## src/hw/rtl/fcms_pkg.sv

```systemverilog
// Shared types and operation codes for the fixed-capacity multiset store.
package fcms_pkg;

  localparam logic [1:0] MODE_ADD    = 2'd0;
  localparam logic [1:0] MODE_REMOVE = 2'd1;
  localparam logic [1:0] MODE_QUERY  = 2'd2;
  localparam logic [1:0] MODE_CLEAR  = 2'd3;

  localparam int COUNT_OUT_W = 5;

  typedef enum logic [1:0] {
    ST_IDLE,
    ST_SCAN,
    ST_MOVE
  } state_t;

endpackage

```

## src/hw/rtl/fcms_mem.sv

```systemverilog
// Entry store: single-port-write, registered-read memory.
module fcms_mem #(
  parameter int DEPTH = 16,
  parameter int WIDTH = 32,
  parameter int AW    = 4
) (
  input  logic             clk,
  input  logic             wr_en,
  input  logic [AW-1:0]    wr_addr,
  input  logic [WIDTH-1:0] wr_data,
  input  logic [AW-1:0]    rd_addr,
  output logic [WIDTH-1:0] rd_data
);

  logic [WIDTH-1:0] mem [DEPTH];

  always_ff @(posedge clk) begin
    if (wr_en) begin
      mem[wr_addr] <= wr_data;
    end
  end

  always_ff @(posedge clk) begin
    rd_data <= mem[rd_addr];
  end

endmodule

```

## src/hw/rtl/fixed_capacity_multiset_store_top.sv

```systemverilog
// Fixed-capacity multiset store: sequencer over a packed entry memory.
// Add, clear, and remove or query on an empty store: done is high in the cycle after start.
// Query on n entries: done follows a scan of all n entries; remove: the scan stops at the first match.
// One memory read per cycle sets the scan length, which is at most CAPACITY entries.
// A new item is taken in the cycle done is high; results cannot be stalled.
// Synchronous reset empties the store and returns the sequencer to idle.
module fixed_capacity_multiset_store_top #(
  parameter int CAPACITY    = 16,
  parameter int VALUE_WIDTH = 32
) (
  input  logic        clk,
  input  logic        rst,
  input  logic        start,
  output logic        busy,
  input  logic [1:0]  mode,
  input  logic [31:0] item_value,
  output logic        done,
  output logic        success,
  output logic [4:0]  match_count,
  output logic [4:0]  current_size,
  output logic        is_empty
);

  localparam int AW = (CAPACITY > 1) ? $clog2(CAPACITY) : 1;
  localparam int CW = $clog2(CAPACITY + 1);
  localparam logic [CW-1:0] CAP_CNT = CW'(CAPACITY);

  fcms_pkg::state_t state, state_next;

  logic [1:0]             op_mode;
  logic [VALUE_WIDTH-1:0] op_value;
  logic [CW-1:0]          count, count_next;
  logic [AW-1:0]          scan_idx;
  logic [AW-1:0]          pos;
  logic [CW-1:0]          hits;

  logic                   accept;
  logic [VALUE_WIDTH-1:0] in_value;
  logic [CW-1:0]          last_idx;
  logic                   at_last;
  logic                   hit;
  logic [CW-1:0]          hits_final;

  logic                   wr_en;
  logic [AW-1:0]          wr_addr;
  logic [VALUE_WIDTH-1:0] wr_data;
  logic [AW-1:0]          rd_addr;
  logic [VALUE_WIDTH-1:0] rd_data;

  logic                   res_load;
  logic                   res_ok;
  logic [CW-1:0]          res_hits;
  logic [CW-1:0]          res_size;

  assign busy       = (state != fcms_pkg::ST_IDLE);
  assign accept     = start && !busy;
  assign in_value   = VALUE_WIDTH'(item_value);
  assign last_idx   = count - CW'(1);
  assign at_last    = (CW'(scan_idx) == last_idx);
  assign hit        = (rd_data == op_value);
  assign hits_final = hit ? (hits + CW'(1)) : hits;

  fcms_mem #(
    .DEPTH (CAPACITY),
    .WIDTH (VALUE_WIDTH),
    .AW    (AW)
  ) u_mem (
    .clk     (clk),
    .wr_en   (wr_en),
    .wr_addr (wr_addr),
    .wr_data (wr_data),
    .rd_addr (rd_addr),
    .rd_data (rd_data)
  );

  always_comb begin
    state_next = state;
    unique case (state)
      fcms_pkg::ST_IDLE: begin
        if (accept && (mode == fcms_pkg::MODE_REMOVE || mode == fcms_pkg::MODE_QUERY)
            && count != '0) begin
          state_next = fcms_pkg::ST_SCAN;
        end
      end
      fcms_pkg::ST_SCAN: begin
        if (op_mode == fcms_pkg::MODE_REMOVE && hit) begin
          state_next = at_last ? fcms_pkg::ST_IDLE : fcms_pkg::ST_MOVE;
        end else if (at_last) begin
          state_next = fcms_pkg::ST_IDLE;
        end
      end
      fcms_pkg::ST_MOVE: begin
        state_next = fcms_pkg::ST_IDLE;
      end
      default: begin
        state_next = fcms_pkg::ST_IDLE;
      end
    endcase
  end

  always_comb begin
    rd_addr    = '0;
    wr_en      = 1'b0;
    wr_addr    = AW'(count);
    wr_data    = in_value;
    count_next = count;
    res_load   = 1'b0;
    res_ok     = 1'b0;
    res_hits   = '0;
    res_size   = count;
    unique case (state)
      fcms_pkg::ST_IDLE: begin
        if (accept) begin
          unique case (mode)
            fcms_pkg::MODE_ADD: begin
              res_load = 1'b1;
              if (count < CAP_CNT) begin
                wr_en      = 1'b1;
                count_next = count + CW'(1);
                res_ok     = 1'b1;
                res_size   = count + CW'(1);
              end
            end
            fcms_pkg::MODE_CLEAR: begin
              count_next = '0;
              res_load   = 1'b1;
              res_ok     = 1'b1;
              res_size   = '0;
            end
            fcms_pkg::MODE_REMOVE, fcms_pkg::MODE_QUERY: begin
              res_load = (count == '0);
            end
            default: begin
              res_load = 1'b0;
            end
          endcase
        end
      end
      fcms_pkg::ST_SCAN: begin
        rd_addr = scan_idx + AW'(1);
        if (op_mode == fcms_pkg::MODE_REMOVE) begin
          if (hit) begin
            rd_addr    = AW'(last_idx);
            count_next = last_idx;
            if (at_last) begin
              res_load = 1'b1;
              res_ok   = 1'b1;
              res_size = last_idx;
            end
          end else if (at_last) begin
            res_load = 1'b1;
          end
        end else if (at_last) begin
          res_load = 1'b1;
          res_ok   = (hits_final != '0);
          res_hits = hits_final;
        end
      end
      fcms_pkg::ST_MOVE: begin
        wr_en    = 1'b1;
        wr_addr  = pos;
        wr_data  = rd_data;
        res_load = 1'b1;
        res_ok   = 1'b1;
      end
      default: begin
        res_load = 1'b0;
      end
    endcase
  end

  always_ff @(posedge clk) begin
    if (rst) begin
      state <= fcms_pkg::ST_IDLE;
      count <= '0;
      done  <= 1'b0;
    end else begin
      state <= state_next;
      count <= count_next;
      done  <= res_load;
    end
  end

  always_ff @(posedge clk) begin
    if (accept) begin
      op_mode  <= mode;
      op_value <= in_value;
      scan_idx <= '0;
      hits     <= '0;
    end else if (state == fcms_pkg::ST_SCAN) begin
      scan_idx <= scan_idx + AW'(1);
      hits     <= hits_final;
      if (hit) begin
        pos <= scan_idx;
      end
    end
    if (res_load) begin
      success      <= res_ok;
      match_count  <= fcms_pkg::COUNT_OUT_W'(res_hits);
      current_size <= fcms_pkg::COUNT_OUT_W'(res_size);
      is_empty     <= (res_size == '0);
    end
  end

endmodule

```

## config.mk

```make
export PLATFORM = sky130hd
export DESIGN_NAME = fixed_capacity_multiset_store_top
export DESIGN_NICKNAME = d
export VERILOG_FILES = /design/src/hw/rtl/fcms_pkg.sv /design/src/hw/rtl/fcms_mem.sv /design/src/hw/rtl/fixed_capacity_multiset_store_top.sv
export SDC_FILE = /design/constraint.sdc
export NUM_CORES = 1
export LEC_CHECK = 0
export ABC_AREA = 1
export BUFFER_PORTS_ARGS = -buffer_cell sky130_fd_sc_hd__buf_2
export CAP_MARGIN = 20
export CORE_MARGIN = 4
export CORE_UTILIZATION = 35
export DETAILED_ROUTE_END_ITERATION = 8
export GPL_ROUTABILITY_DRIVEN = 1
export GPL_TIMING_DRIVEN = 0
export SYNTH_ARGS = -nofsm -noshare
export SYNTH_HDL_FRONTEND = slang
export SYNTH_SLANG_ARGS = --single-unit
```

## constraint.sdc

```tcl
create_clock -name clk -period 3.5 [get_ports clk]
set_clock_uncertainty 0.1 [all_clocks]
set_input_delay 0.875 -clock clk [delete_from_list [all_inputs] [get_ports clk]]
set_output_delay 0.875 -clock clk [all_outputs]
set_load 0.01 [all_outputs]
```

== Yosys cells after proc, flatten, opt, wreduce, memory -nomap -nowiden ==
Memory sizes are Yosys's and may differ from the RTL's. A register that Yosys moved wholly into a read port is not among the register bits.
Index checks and enable logic that the tools add are counted.
Cells by class
  $add $sub $neg: 4
  order comparisons: 1
  equal/unequal tests: 12
  muxes and demuxes: 37
  bitwise gates (word level): 3
  reduce and logical (&&, ||, !) cells: 20
Operators with widths (number)
  $mux 5: 8
  $eq 32x32->1: 1
  $mux 32: 1
  $pmux 5 s2: 3
  $mux 4: 4
  $mux 1: 11
  $add 5x1->5 const B: 2
  $logic_not 5->1: 2
  $reduce_bool 5->1: 2
  $mux 2: 4
  $eq 2x1->1 const B: 3
  $eq 2x2->1 const B: 3
  $ne 2x2->1 const B: 3
  $pmux 1 s2: 3
  $pmux 1 s3: 2
  $reduce_and 3->1: 2
  $eq 4x5->1: 1
  $lt 5x5->1 const B: 1
  $sub 5x1->5 const B: 1
  $add 4x1->4 const B: 1
  $logic_and 1x1->1: 4
  $logic_not 2->1: 2
  $pmux 2 s2: 1
  $reduce_bool 2->1: 2
  other kinds (7): 10
Storage, ports and cells
  flip-flop bits (word level): 67
  RAM bits: 512
  bits of input ports: 37
  output and inout port bits: 14
  logic and storage cells: 90
  memories kept: 1
Memories
  u_mem.mem: words 16, width 32, read ports 1, clocked after Yosys merged registers in 1, wr ports 1, line fcms_mem.sv:15  | logic [WIDTH-1:0] mem [DEPTH];

== Depth between registers and ports, before layout ==
  word-level depth: 7
  gate-level depth with buffers: 18
  gate-level depth less buffers: 16

== Cells and area by module ==
A second synthesis with hierarchy kept.
Second synthesis, totals
  cells, all modules: 2758
  area total of the unflattened synthesis: 27171.1 sq um
By module, submodules not included
  fcms_mem: instances 1, cells each 2120, area each 22730.6 sq um, sequential area each 16015.4 sq um
  fixed_capacity_multiset_store_top: instances 1, cells each 638, area each 4440.5 sq um, sequential area each 1841.8 sq um

== Worst setup path after synthesis ==
Ideal clock, no wire load.
  path type: input port to flip-flop
  start point: input port mode[0]
  end point: memory u_mem.mem[13][0] (enable)
  library setup time: 421 ps
  arrival: 3004 ps
  required time: 2979 ps
  slack: -25 ps
  cell stages on the path: 6
  buffers on the path: 0
  path through: inv_1 -> ha_1 -> nand2_1 -> o21ai_0 -> nand3_1 -> nor2_1
On the way
  longest elaborated chain between the ends: 6
Ends and longest elaborated chain
  start: declaration: line fixed_capacity_multiset_store_top.sv:15  | input logic [1:0] mode,
  $logic_not 2->1: line fixed_capacity_multiset_store_top.sv:114  | unique case (mode)
  $mux 1: line fixed_capacity_multiset_store_top.sv:114
  $mux 1: line fixed_capacity_multiset_store_top.sv:113  | if (accept) begin
  $pmux 1 s2: line fixed_capacity_multiset_store_top.sv:111  | unique case (state)
  $mux 1: line fcms_mem.sv:18  | if (wr_en) begin
  $mux 1 (implied by the code): line fcms_mem.sv:19  | mem[wr_addr] <= wr_data;
  end: declaration: line fcms_mem.sv:15
Every way passes these cells.

== Worst setup path after layout ==
  start point: register state[1]
  end point: memory u_mem.mem[10][6] (enable)
On the way
  longest elaborated chain between the ends: 7
  elaborated cells on any way between the ends: 10
  classes of those cells: eq/ne: 1; mux: 5; reduce/logical: 4
Ends and longest elaborated chain
  start: declaration: line fixed_capacity_multiset_store_top.sv:28  | fcms_pkg::state_t state, state_next;
  start signal: assignment: line fixed_capacity_multiset_store_top.sv:174  | state <= fcms_pkg::ST_IDLE;
  start signal: assignment: line fixed_capacity_multiset_store_top.sv:178  | state <= state_next;
  $reduce_bool 2->1: line fixed_capacity_multiset_store_top.sv:55  | assign busy = (state != fcms_pkg::ST_IDLE);
  $logic_not 1->1: line fixed_capacity_multiset_store_top.sv:56  | assign accept = start && !busy;
  $logic_and 1x1->1: line fixed_capacity_multiset_store_top.sv:56
  $mux 1: line fixed_capacity_multiset_store_top.sv:113
  $pmux 1 s2: line fixed_capacity_multiset_store_top.sv:111
  $mux 1: line fcms_mem.sv:18
  $mux 1 (implied by the code): line fcms_mem.sv:19
Several ways; a longest one is shown, not always the timed one.

==> flow_summary.toml <==
[synth]
synth_cells = 2686
ys_types = 32
yosys.area.top_type = "edfxtp_1"
synthArstFlopShare_pct = 0
synth.area.top_cells = "edfxtp_1, nand3_1, inv_1"
synth_nets = 2730
syn_avg_cell_area_sq_um = 10.03
ys_ff_latch = 611
synth_flop_cell = "edfxtp_1"
yosysSeqAreaShare_pct = 66.26
yosysTopAreaCellShare_pct = 62.62
syn_area_sq_um = 26950
synth_warnings = 0
synth-edff-count = 562

[min_path]
hold_depth = 1
worstHoldPathType = "in -> reg"

[worst_setup_path]
worst_setup_path_start_kind = "flip-flop"
cp_cell_sequence = "inv_1 -> nor2_2 -> clkinv_1 -> clkbuf_2 -> o21ai_0 -> nand3_1 -> nor2_4 -> buf_12"
worst_r2r_path_depth = 8
critPathArrivalTime_ns = 3.63
crit_path_end_kind = "flip-flop"
crit_type = "reg -> reg"
path_max_fanout = 19
cp_slowest_cell = "nand3_1"
slowest_delay_ns = 0.45
cp.required_ns = 3.70

[power_and_ir_drop]
p_leak_nw = 13.60
power_density_nw_per_um2 = 717.6
irDropWorstVdd_mv = 0.4682

[global_route]
grt_pass1_wl_mm = 114.8
grt_use_total_pct = 18.76
grt_pass1_vias = 18230
grt_max_degree = 30
grt-ovfl-total = 0
antenna_found_initial = 0

[placed_design]
place.gp.congestion = 0.8711
place_inst = 3792
dp.final_hpwl_mm = 52.82
portBuffers = 49

[clock_tree]
clock_sinks = 611
cts_buffer_depth = 3
cts-root-buf = "clkbuf_16"
clk_latency_ns = 0.61
cts_htree_levels = 3
clkTransAtPathRegs_ns = 0.06
tritoncts = "done"
hold_buffers = 0
cts_made_buffers = 69

[layout]
nFillCells = 7224
layout-drive-gt1-share_pct = 11.24
instances_no_fill = 3939
antenna_cells = 0
postLayoutCoreUtil_pct = 41.65
syn2layout_area_growth_pct = 17.56
final_nets = 2898

[timing]
rsz0062_at_grt = "yes"
fmax_ghz = 0.2914
relSlewSlack_pct = 35.59
worst_slew_pin_slew_ns = 0.9661
period_share_pct = 98.05
setup_viol = 0
fin_crit_ns = 3.432
slew_violations = 0
hold_viol = 0

[detailed_routing]
avgRoutedWirePerCell_um = 19.75
vias = 19250
wl_mm = 77.78
ant_nets = 0
drt_iter0_drc = 1857
route.detailed.drc = 0
first_pass_iters = 6
vias_per_cell = 4.886

[floorplanning]
initial_utilization_pct = 35.43
rows = 101
die_area_sq_um = 81510
die_w_um = 285.5
core_sq_um = 76080
die_h_um = 285.5
boundaryPins = 51

[status]
status = "finished, final reports clean"

[run]
max_cap_viol_count = 0
report_power, final:
| group | internal (W) | switching (W) |
|---|---|---|
| clock | 0.00397 | 0.00291 |
| combinational | 0.00202 | 0.00500 |
| sequential | 0.00855 | 0.000281 |
| total | 0.0146 | 0.00819 |
per-layer routing:
metal	GRT usage, %	routed length [um]	part of all wire (%)
met4	5.827	2244	2.9
met1	26.28	33750	43
met5	0	0	0
met2	30.01	35610	46
met3	3.092	6177	7.9
per-stage QoR:
stage	hold slack (ns)	TNS [ns]	total power, W	cell area, sq um	setup slack, ns
2_1_floorplan	0.3082	-9.499	0.01314	26950	-0.02469
3_3_place_gp	0.3413	-1346.49	0.01560	28490	-2.729
3_5_place_dp	0.3390	-215.02	0.01578	29100	-0.5537
4_1_cts	0.3210	0	0.02271	31640	0.009090
5_1_grt	0.3287	-0.1416	0.02382	31680	-0.01247
6_report	0.3528	0	0.02274	31680	0.06829
cell usage after synthesis (2+ instances only):
master	n
nor3_1	2
a21oi_1	11
nor2_1	54
a211oi_1	3
inv_1	584
nand4_1	2
xnor2_1	25
o21ai_0	31
nand2_1	561
a31oi_1	2
nor2_2	2
o211ai_1	6
nand2_2	3
buf_2	74
buf_1	6
xor2_1	9
dfxtp_1	49
ha_1	7
clkinv_1	2
edfxtp_1	562
buf_4	10
clkbuf_1	42
nand3_1	629
a311oi_1	2
what timing repair did:
item                       CTS  global route
pin swaps                   16             0
setup endpoints to repair  652           572
buffers inserted            21             0
gates resized for setup     17            18
critical path: cells and delay by family, from the launching register on:
| kind | cells | cell delay (ns) |
|---|---|---|
| AOI/OAI and AO/OA | 1 | 0.36 |
| buffers and inverters | 4 | 1.08 |
| DFF | 1 | 0.39 |
| and+or+nand+nor | 3 | 1.14 |
kinds of logic (layout without fill, tap and decap cells):
kind of cell	after synthesis	after routing	synth area share, %
adders and majority gates	7	7	0.3249
xor gates and xnor gates	34	34	1.105
buffers and inverters	719	942	10.50
DFF	611	611	66.26
AOI/OAI and AO/OA	58	58	1.221
and+or+nand+nor	1257	1257	20.60
registers in the layout, summed over array words and instances, names as in the netlist:
name and count:
count 5, current_size 5, done 1, hits 5, is_empty 1, match_count 5
op_mode 2, op_value 32, pos 4, scan_idx 4, state 2, success 1
u_mem.mem 512, u_mem.rd_data 32
worst paths after layout:
kind	startpoint	slack [ns]	end
hold / removal	item_value[13]	0.35	op_value[13]
setup / recovery	state[1]	0.07	u_mem.mem[10][6]
setup reg to reg	state[1]	0.07	u_mem.mem[10][6]
hold reg to reg	scan_idx[3]	0.36	pos[3]
area by class of cell:
| type | count | area (sq um) | area share, % |
|---|---|---|---|
| plain buffers | 132 | 656.9 | 2.073 |
| clock inverters | 27 | 160.2 | 0.5055 |
| clock buffers | 99 | 1993 | 6.291 |
| repair buffers | 97 | 1081 | 3.412 |
| inverters | 587 | 2207 | 6.966 |
| flip-flops and latches | 611 | 17860 | 56.36 |
| well taps | 1030 | 1289 | 4.067 |
| multi-input cells | 1356 | 6440 | 20.33 |
cells in the final DEF (no fill, tap or decap), drive strengths merged, types with 2 or more instances in the layout:
cell      Yosys  final
a31oi         2      2
inv         585    587
clkbuf       42    144
a211oi        3      3
clkinvlp      0      4
o211ai        6      6
buf          90    184
dfxtp        49     49
nor2         56     56
nor3          2      2
a21oi        11     11
nand4         2      2
xnor2        25     25
edfxtp      562    562
nand3       630    630
a311oi        2      2
ha            7      7
xor2          9      9
nand2       565    565
o21ai        32     32
clkinv        2     23
(Power assumes the default switching activity.)
